==> config.mk <==
export PLATFORM = sky130hd
export DESIGN_NAME = overwrite_ring_buffer_with_flush
export DESIGN_NICKNAME = d
export VERILOG_FILES = /design/src/rtl/orbf_pkg.sv /design/src/rtl/orbf_ram.sv /design/src/rtl/orbf_trig.sv /design/src/rtl/overwrite_ring_buffer_with_flush.sv
export SDC_FILE = /design/constraint.sdc
export NUM_CORES = 1
export LEC_CHECK = 0
export BUFFER_PORTS_ARGS = -buffer_cell sky130_fd_sc_hd__buf_2
export CORE_UTILIZATION = 41
export DETAILED_ROUTE_END_ITERATION = 8
export HOLD_SLACK_MARGIN = 0.1
export PLACE_DENSITY = 0.68
export SLEW_MARGIN = 20
export SYNTH_ARGS = -nofsm -noshare
export SYNTH_HDL_FRONTEND = slang
export SYNTH_SLANG_ARGS = --single-unit
==> constraint.sdc <==
create_clock -name clk_i -period 3.9 [get_ports clk_i]
set_input_delay 0.39 -clock clk_i [delete_from_list [all_inputs] [get_ports clk_i]]
set_output_delay 0.39 -clock clk_i [all_outputs]
set_load 0.02 [all_outputs]
==> src/rtl/orbf_pkg.sv <==
// Shared types and constants for the overwrite ring log buffer.
`timescale 1ns / 1ps

package orbf_pkg;

  // Default ring depth; the ring holds at most depth minus one bytes.
  localparam int DEFAULT_DEPTH = 64;

  // Percent figures used by the drain triggers.
  localparam int ALMOST_FULL_PERCENT = 90;
  localparam int PERCENT_SCALE       = 100;

  // Request kinds.
  localparam logic KIND_WRITE = 1'b0;
  localparam logic KIND_FLUSH = 1'b1;

  // Configuration register indexes.
  localparam logic [1:0] CFG_FLUSH_INTERVAL = 2'd0;
  localparam logic [1:0] CFG_THRESHOLD_PCT  = 2'd1;
  localparam logic [1:0] CFG_MAX_BYTES      = 2'd2;

  // Configuration register file.
  typedef struct packed {
    logic [31:0] flush_interval;
    logic [6:0]  threshold_percent;
    logic [6:0]  max_bytes_per_flush;
  } cfg_t;

  // Flush request context handed to the trigger logic.
  typedef struct packed {
    logic        force_drain;
    logic        overflow_pending;
    logic [31:0] now_time;
    logic [31:0] last_flush_time;
  } flush_ctx_t;

endpackage

==> src/rtl/orbf_ram.sv <==
// Byte ring storage: one write port and one registered read port.
`timescale 1ns / 1ps

module orbf_ram
  import orbf_pkg::*;
#(
  parameter int BufferDepth = DEFAULT_DEPTH,
  parameter int IdxW        = $clog2(BufferDepth)
) (
  input  logic            clk_i,
  input  logic            wr_en_i,
  input  logic [IdxW-1:0] wr_addr_i,
  input  logic [7:0]      wr_data_i,
  input  logic            rd_en_i,
  input  logic [IdxW-1:0] rd_addr_i,
  output logic [7:0]      rd_data_o
);

  logic [7:0] mem [BufferDepth];
  logic [7:0] rd_data_q;

  // Write port.
  always_ff @(posedge clk_i) begin
    if (wr_en_i) begin
      mem[wr_addr_i] <= wr_data_i;
    end
  end

  // Read port; the data holds until the next read.
  always_ff @(posedge clk_i) begin
    if (rd_en_i) begin
      rd_data_q <= mem[rd_addr_i];
    end
  end

  assign rd_data_o = rd_data_q;

endmodule

==> src/rtl/orbf_trig.sv <==
// Drain decision and drain length for a flush request.
`timescale 1ns / 1ps

module orbf_trig
  import orbf_pkg::*;
#(
  parameter int BufferDepth = DEFAULT_DEPTH,
  parameter int IdxW        = $clog2(BufferDepth)
) (
  input  cfg_t            cfg_i,
  input  flush_ctx_t      ctx_i,
  input  logic [IdxW-1:0] count_i,
  output logic            drain_o,
  output logic [IdxW-1:0] drain_len_o
);

  // Product width: covers 100 * count and depth * percent.
  localparam int PW = IdxW + 8;
  localparam logic [IdxW:0] AlmostFull =
    (IdxW+1)'(BufferDepth * ALMOST_FULL_PERCENT / PERCENT_SCALE);

  logic [PW-1:0] depth_pct;
  logic [PW-1:0] count_pct;
  logic [31:0]   elapsed;
  logic          almost_full_hit;
  logic          thresh_hit;
  logic          interval_hit;
  logic          capped;

  // The fill exceeds depth*p/100 (rounded down) exactly when 100*fill > depth*p.
  assign depth_pct = PW'(BufferDepth) * PW'(cfg_i.threshold_percent);
  assign count_pct = PW'(count_i) * PW'(PERCENT_SCALE);
  assign thresh_hit = (depth_pct >= PW'(PERCENT_SCALE)) && (count_pct > depth_pct);

  assign almost_full_hit = {1'b0, count_i} > AlmostFull;

  // Modular time since the last drain.
  assign elapsed      = ctx_i.now_time - ctx_i.last_flush_time;
  assign interval_hit = (cfg_i.flush_interval != 32'd0) && (elapsed > cfg_i.flush_interval);

  assign drain_o = (ctx_i.force_drain || almost_full_hit || thresh_hit ||
                    interval_hit || ctx_i.overflow_pending) && (count_i != '0);

  // Cap the drain length; a cap below the fill is always below the depth.
  assign capped = (cfg_i.max_bytes_per_flush != 7'd0) &&
                  (8'(count_i) > 8'(cfg_i.max_bytes_per_flush));
  assign drain_len_o = capped ? IdxW'(cfg_i.max_bytes_per_flush) : count_i;

endmodule

==> src/rtl/overwrite_ring_buffer_with_flush.sv <==
// Top level of the overwrite ring log buffer with conditional flush.
`timescale 1ns / 1ps

// Byte log buffer. Requests arrive on the in channel (valid/ready). A write
// request either sends its byte straight to the out channel or stores it in a
// ring memory; a full ring drops its oldest byte and marks an overflow. A
// flush request checks the drain triggers and, if one fires, sends the stored
// bytes oldest first, capped by max_bytes_per_flush. Registers are written on
// the cfg channel, which is always ready; write them only while idle.
// Timing: a direct byte is valid in the cycle after its request is taken. A
// flush is first evaluated, then its first byte is read from the ring memory
// and moved into the output register; further bytes follow one per cycle while
// the receiver is ready, paced by the single read port of the ring memory.
// A buffered write does not hold the in channel. A flush that does not drain
// holds it while it is evaluated; one that drains holds it until its last byte
// is in the output register. The in channel is ready only while no flush is
// being evaluated or drained and the output register is free or being emptied.
// Reset empties the ring and clears the overflow mark, the last flush time and
// the configuration registers. When the receiver stalls, the output register
// holds its byte and the drain waits with the next byte already read.
module overwrite_ring_buffer_with_flush
  import orbf_pkg::*;
#(
  parameter int BufferDepth = DEFAULT_DEPTH
) (
  input  logic        clk_i,
  input  logic        rst_ni,
  // Request channel.
  input  logic        in_valid_i,
  output logic        in_ready_o,
  input  logic        kind_i,
  input  logic [7:0]  data_byte_i,
  input  logic        buffered_i,
  input  logic        flush_now_i,
  input  logic [31:0] now_time_i,
  // Result channel.
  output logic        out_valid_o,
  input  logic        out_ready_i,
  output logic [7:0]  out_byte_o,
  output logic        overflow_seen_o,
  output logic        last_o,
  // Configuration channel.
  input  logic        cfg_valid_i,
  output logic        cfg_ready_o,
  input  logic [1:0]  cfg_index_i,
  input  logic [31:0] cfg_data_i
);

  localparam int IdxW = $clog2(BufferDepth);
  localparam logic [IdxW-1:0] LastIdx = IdxW'(BufferDepth - 1);

  localparam logic [1:0] ST_IDLE  = 2'd0;
  localparam logic [1:0] ST_EVAL  = 2'd1;
  localparam logic [1:0] ST_DRAIN = 2'd2;

  logic [1:0]      state_q, state_d;
  logic [IdxW-1:0] wr_q, wr_d, rd_q, rd_d, count_q, count_d, rem_q, rem_d;
  logic [IdxW-1:0] wr_nx, rd_nx;
  logic            ovf_q, ovf_d, first_q, first_d, force_q, force_d;
  logic [31:0]     last_flush_q, last_flush_d, now_q, now_d;
  logic            out_valid_q, out_valid_d, out_ovf_q, out_ovf_d, out_last_q, out_last_d;
  logic [7:0]      out_byte_q, out_byte_d;
  cfg_t            cfg_q;

  logic            slot_free, in_acc;
  logic            ram_we, ram_re;
  logic [7:0]      ram_rdata;
  logic            drain;
  logic [IdxW-1:0] drain_len;
  flush_ctx_t      ctx;

  // Configuration registers.
  assign cfg_ready_o = 1'b1;
  always_ff @(posedge clk_i or negedge rst_ni) begin
    if (!rst_ni) begin
      cfg_q <= '0;
    end else if (cfg_valid_i) begin
      unique case (cfg_index_i)
        CFG_FLUSH_INTERVAL: cfg_q.flush_interval      <= cfg_data_i;
        CFG_THRESHOLD_PCT:  cfg_q.threshold_percent   <= cfg_data_i[6:0];
        CFG_MAX_BYTES:      cfg_q.max_bytes_per_flush <= cfg_data_i[6:0];
        default: ;
      endcase
    end
  end

  // Ring memory.
  orbf_ram #(
    .BufferDepth(BufferDepth),
    .IdxW       (IdxW)
  ) u_ram (
    .clk_i    (clk_i),
    .wr_en_i  (ram_we),
    .wr_addr_i(wr_q),
    .wr_data_i(data_byte_i),
    .rd_en_i  (ram_re),
    .rd_addr_i(rd_q),
    .rd_data_o(ram_rdata)
  );

  // Drain trigger evaluation on the captured flush request.
  assign ctx.force_drain      = force_q;
  assign ctx.overflow_pending = ovf_q;
  assign ctx.now_time         = now_q;
  assign ctx.last_flush_time  = last_flush_q;

  orbf_trig #(
    .BufferDepth(BufferDepth),
    .IdxW       (IdxW)
  ) u_trig (
    .cfg_i      (cfg_q),
    .ctx_i      (ctx),
    .count_i    (count_q),
    .drain_o    (drain),
    .drain_len_o(drain_len)
  );

  // Ring index increments.
  assign wr_nx = (wr_q == LastIdx) ? '0 : wr_q + 1'b1;
  assign rd_nx = (rd_q == LastIdx) ? '0 : rd_q + 1'b1;

  assign slot_free  = !out_valid_q || out_ready_i;
  assign in_ready_o = (state_q == ST_IDLE) && slot_free;
  assign in_acc     = in_valid_i && in_ready_o;

  // Sequencer: request decode, flush evaluation and drain.
  always_comb begin
    state_d      = state_q;
    wr_d         = wr_q;
    rd_d         = rd_q;
    count_d      = count_q;
    rem_d        = rem_q;
    ovf_d        = ovf_q;
    first_d      = first_q;
    force_d      = force_q;
    now_d        = now_q;
    last_flush_d = last_flush_q;
    out_valid_d  = out_valid_q && !out_ready_i;
    out_byte_d   = out_byte_q;
    out_ovf_d    = out_ovf_q;
    out_last_d   = out_last_q;
    ram_we       = 1'b0;
    ram_re       = 1'b0;
    unique case (state_q)
      ST_IDLE: begin
        if (in_acc) begin
          if (kind_i == KIND_FLUSH) begin
            force_d = flush_now_i;
            now_d   = now_time_i;
            state_d = ST_EVAL;
          end else if (!buffered_i) begin
            out_valid_d = 1'b1;
            out_byte_d  = data_byte_i;
            out_ovf_d   = 1'b0;
            out_last_d  = 1'b1;
          end else begin
            // Store; a full ring drops its oldest byte.
            ram_we = 1'b1;
            wr_d   = wr_nx;
            if (wr_nx == rd_q) begin
              rd_d  = rd_nx;
              ovf_d = 1'b1;
            end else begin
              count_d = count_q + 1'b1;
            end
          end
        end
      end
      ST_EVAL: begin
        if (drain) begin
          ram_re       = 1'b1;
          rd_d         = rd_nx;
          count_d      = count_q - 1'b1;
          rem_d        = drain_len;
          first_d      = ovf_q;
          ovf_d        = 1'b0;
          last_flush_d = now_q;
          state_d      = ST_DRAIN;
        end else begin
          state_d = ST_IDLE;
        end
      end
      ST_DRAIN: begin
        // Read data is always ready here; move it out and read ahead.
        if (slot_free) begin
          out_valid_d = 1'b1;
          out_byte_d  = ram_rdata;
          out_ovf_d   = first_q;
          out_last_d  = (rem_q == IdxW'(1));
          first_d     = 1'b0;
          rem_d       = rem_q - 1'b1;
          if (rem_q == IdxW'(1)) begin
            state_d = ST_IDLE;
          end else begin
            ram_re  = 1'b1;
            rd_d    = rd_nx;
            count_d = count_q - 1'b1;
          end
        end
      end
      default: begin
        state_d = ST_IDLE;
      end
    endcase
  end

  // Control state.
  always_ff @(posedge clk_i or negedge rst_ni) begin
    if (!rst_ni) begin
      state_q      <= ST_IDLE;
      wr_q         <= '0;
      rd_q         <= '0;
      count_q      <= '0;
      rem_q        <= '0;
      ovf_q        <= 1'b0;
      first_q      <= 1'b0;
      last_flush_q <= '0;
      out_valid_q  <= 1'b0;
    end else begin
      state_q      <= state_d;
      wr_q         <= wr_d;
      rd_q         <= rd_d;
      count_q      <= count_d;
      rem_q        <= rem_d;
      ovf_q        <= ovf_d;
      first_q      <= first_d;
      last_flush_q <= last_flush_d;
      out_valid_q  <= out_valid_d;
    end
  end

  // Payload registers.
  always_ff @(posedge clk_i) begin
    force_q    <= force_d;
    now_q      <= now_d;
    out_byte_q <= out_byte_d;
    out_ovf_q  <= out_ovf_d;
    out_last_q <= out_last_d;
  end

  assign out_valid_o     = out_valid_q;
  assign out_byte_o      = out_byte_q;
  assign overflow_seen_o = out_ovf_q;
  assign last_o          = out_last_q;

`ifndef SYNTH
  // The fill count always matches the distance between the ring indexes.
  a_count_match: assert property (@(posedge clk_i) disable iff (!rst_ni)
    count_q == ((wr_q >= rd_q) ? (wr_q - rd_q) : (IdxW'(BufferDepth) - (rd_q - wr_q))))
    else $error("fill count out of step with ring indexes");

  // A drain in progress always has bytes left to send.
  a_drain_rem: assert property (@(posedge clk_i) disable iff (!rst_ni)
    (state_q == ST_DRAIN) |-> (rem_q != '0))
    else $error("drain running with no bytes left");

  // A byte taken that is not the last of its run is followed at once by the next one.
  a_not_last: assert property (@(posedge clk_i) disable iff (!rst_ni)
    (out_valid_o && out_ready_i && !last_o) |=> out_valid_o)
    else $error("drain ended before its last byte");

  // The overflow mark is cleared as soon as a drain starts.
  a_ovf_clear: assert property (@(posedge clk_i) disable iff (!rst_ni)
    (state_q == ST_EVAL && drain) |=> !ovf_q)
    else $error("overflow mark survived a drain");
`endif

endmodule
==> flow_summary_export.csv <==
group,metric,value,unit
routing,wl_per_cell,21.4,um
clocking,path_clk_slew,0.06,ns
synth,post-synth-top-count-cell,"edfxtp_1",
timing,worst_slew_pin_slew,1.03,ns
placement,port_buffers,93,
synth,synth_flop_cell,"edfxtp_1",
final_layout,n_antenna_cell,0,
timing,finalHoldViolations,0,
synth,synth_warnings,0,
timing,fin_ws,-0.823,ns
placement,gp_congestion,0.903,
setup_path,cp_max_fo,8,
grt,gr-total-overflow,0,
worst_hold_path,min_path_cells,3,
timing,slew_headroom,0.316,
floorplan,die_y,272,um
status,violations,"negative setup slack",
synth,synth.top_cell.area_share,0.567,
synth,synth_area_per_cell,16.0,sq um
clocking,cts_tree,"built",
synth,synth.distinct_cells,75,
setup_path,slowest_stage,"edfxtp_1",
placement,dp.cells,3041,
setup_path,r2r_start,"now_q[0]",
setup_path,worstPathArrival,5.27,ns
setup_path,r2r-end,"last_flush_q[26]",
final_layout,fill_cells,5878,
synth,synthArstFlopShare,0.160,
clocking,cts_sinks,670,
setup_path,end_kind,"flop",
routing,detailedRoute.firstIterationViolations,1501,
timing,min_period_over_period,1.21,
timing,post-route-min-period,4.72,ns
routing,drt-pass1-iter-count,5,
final_layout,fin_nets,2455,
floorplan,die_w,272,um
grt,grt_pass1_vias,18339,
setup_path,crit_start,"now_q[0]",
timing,setup_viol,61,
final_layout,drive_gt1_frac,0.310,
floorplan,row_count,98,
synth,synthTopCellsByArea,"edfxtp_1 (57%), mux4_2 (12%), dfrtp_1 (9.0%)",
synth,synth.net_count,2064,
worst_hold_path,min_from,"kind_i",
floorplan,die_area,73800,sq um
status,status,"finished with violations",
setup_path,worstSetupStartpointType,"flop",
floorplan,core,71700,sq um
grt,grt_max_degree,64,
routing,routed_wl,70000,um
routing,vias,17777,
synth,yosysSeqAreaShare,0.657,
timing,fmax,212,MHz
synth,synth_area,29800,sq um
setup_path,cp.required,4.45,ns
floorplan,start_util,0.416,
synth,synth_edf_count,563,
floorplan,pin_count,95,
synth,syn_inst,1865,
clocking,cts_made_buffers,73,
routing,ant_nets,0,
clocking,cts_max_level,3,
setup_path,crit_buf_inv,6,
timing,slew_violations,0,
worst_hold_path,hold_path_end,"state_q[0]",
pwr,power_per_cell_area,777,nW/um^2
timing,rsz0062_at_grt,"true",
setup_path,max_stage_delay,0.41,ns
clocking,root_buffer,"clkbuf_16",
setup_path,criticalPathCategory,"reg -> reg",
final_layout,instances_no_fill,3266,
pwr,leakagePower,13.3,nW
clocking,clockBufferDepth,3,
placement,dpl.hpwl,46200,um
synth,synth_top_cell_by_area,"edfxtp_1",
routing,drc,0,
final_layout,areaGrowthSynthToFinish,22.7,%
grt,antenna_found_initial,0,
synth,ys_ff_latch,670,
clocking,clk_latency,0.65,ns
routing,viasPerCell,5.44,
timing,fin_skew,0.0420,ns
setup_path,critPathTopFamily,"compound AO/OA/AOI/OAI gates",
grt,grt_pass1_wl,107000,um
run,drv_cap,0,
synth,synth_top_cells_by_count,"edfxtp_1 (563), mux4_2 (160), nand2_1 (124)",
worst_hold_path,min_path_type,"in -> reg",
pwr,max-vdd-ir-drop,0.677,mV
setup_path,ff2ff_path_depth,25,
grt,grt_usage,0.188,
setup_path,rrSetupSlack,-0.82,ns
pwr,power,28.4,mW
==> cell usage in the layout (no fill, tap or decap), types with 14 or more instances in the layout <==
cell type / synthesis / layout
edfxtp_1: 563 / 563
nor2b_1: 25 / 24
o21ai_1: 17 / 22
clkbuf_1: 37 / 16
a21o_1: 19 / 19
nand3_1: 23 / 21
dlygate4sd3_1: 0 / 67
mux2_2: 27 / 25
nand4_1: 21 / 21
xor2_1: 14 / 14
inv_1: 107 / 104
clkbuf_16: 0 / 81
buf_4: 6 / 199
a21oi_1: 59 / 55
o21ai_0: 80 / 60
nor2_1: 112 / 111
mux4_2: 160 / 160
xnor2_1: 33 / 33
ha_1: 114 / 107
clkinv_2: 0 / 14
nand2_2: 0 / 17
dfrtp_1: 107 / 101
nand2_1: 124 / 107
buf_2: 19 / 92
a31oi_1: 18 / 17
o21ai_2: 0 / 15
==> stage by stage <==
step	hold WS [ns]	utilization	worst slack, ns	area, sq um	TNS [ns]
2_1_floorplan	0.0944	-	-0.301	29900	-10.06
3_3_place_gp	0.463	0.458	-0.778	32800	-39.69
3_5_place_dp	0.468	0.458	-1.01	32800	-50.32
4_1_cts	0.108	0.502	-0.841	36000	-43.46
5_1_grt	0.144	0.510	-1.03	36600	-57.92
6_report	0.131	0.510	-0.823	36600	-45.13
==> what timing repair did <==
action | 4_1_cts | 5_1_grt
hold endpoints to repair | 139 | 0
pin swaps | 20 | 38
buffers inserted | 5 | 12
endpoints found under the setup margin | 61 | 61
hold buffers | 67 | 0
resized for setup | 21 | 91
gates cloned | 0 | 7
==> flip-flops by register name, indices dropped and copies added, names as in the netlist <==
signal / count
u_ram.mem: 512
count_q: 6
now_q: 32
out_byte_o: 8
last_flush_q: 32
state_q: 2
overflow_seen_o: 1
u_ram.rd_data_o: 8
wr_q: 6
cfg_q: 46
ovf_q: 1
rd_q: 6
first_q: 1
last_o: 1
rem_q: 6
force_q: 1
out_valid_o: 1
==> cell type report <==
class | count | area [sq um] | share of cell area
clock buffer | 90 | 1910 | 0.0522
clock inverter | 45 | 472 | 0.0129
inverter | 109 | 409 | 0.0112
multi-input combinational | 1012 | 9840 | 0.269
sequential | 670 | 19600 | 0.536
tap | 950 | 1190 | 0.0325
timing repair buffer | 390 | 3180 | 0.0868
==> power by group <==
group	total (mW)	internal, mW	switching (mW)
Combinational	12.7	6.39	6.26
Clock	6.84	3.95	2.90
Sequential	8.92	8.37	0.548
Total	28.4	18.7	9.71
==> worst max-delay path by stage <==
stage,cells after the start,to
finish,25,last_flush_q[26]
global route,25,last_flush_q[26]
CTS,24,rem_q[4]
detailed placement,22,rem_q[2]
global placement,22,rem_q[2]
floorplan,21,count_q[1]
==> cells by family after synthesis <==
logic type	after synthesis	synth area share
DFF	670	0.657
AOI/OAI and AO/OA	273	0.0587
muxes	195	0.134
and+or+nand+nor	379	0.0606
xor gates and xnor gates	47	0.0138
adders and majority gates	117	0.0498
buffers and inverters	183	0.0265
other	1	0.000126
==> per-layer routing <==
metal  global-route usage  part of all wire  up-vias
li1                     -                 -     8012
met4               0.0612             0.031        0
met3               0.0330             0.052      135
met1                0.256              0.43     9082
met5                    0                 0        -
met2                0.305              0.48      548
==> worst register-to-register path, cell delays in order, from the launching register on <==
cell	delay (ns)
edfxtp_1	0.41
inv_2	0.10
ha_4	0.14
inv_2	0.04
fa_2	0.34
a211oi_2	0.21
o21ai_2	0.11
o211ai_1	0.30
a31oi_2	0.18
o21a_1	0.21
o21a_1	0.18
o211ai_1	0.16
nand3_1	0.11
ha_1	0.31
nand2_2	0.06
nor4_2	0.26
buf_4	0.18
a21oi_4	0.06
nor3_4	0.21
nand3_2	0.15
a31oi_4	0.37
buf_12	0.19
buf_12	0.13
clkbuf_16	0.14
nand2_1	0.05
o21ai_1	0.06
Power figures use the tool's default switching activity.
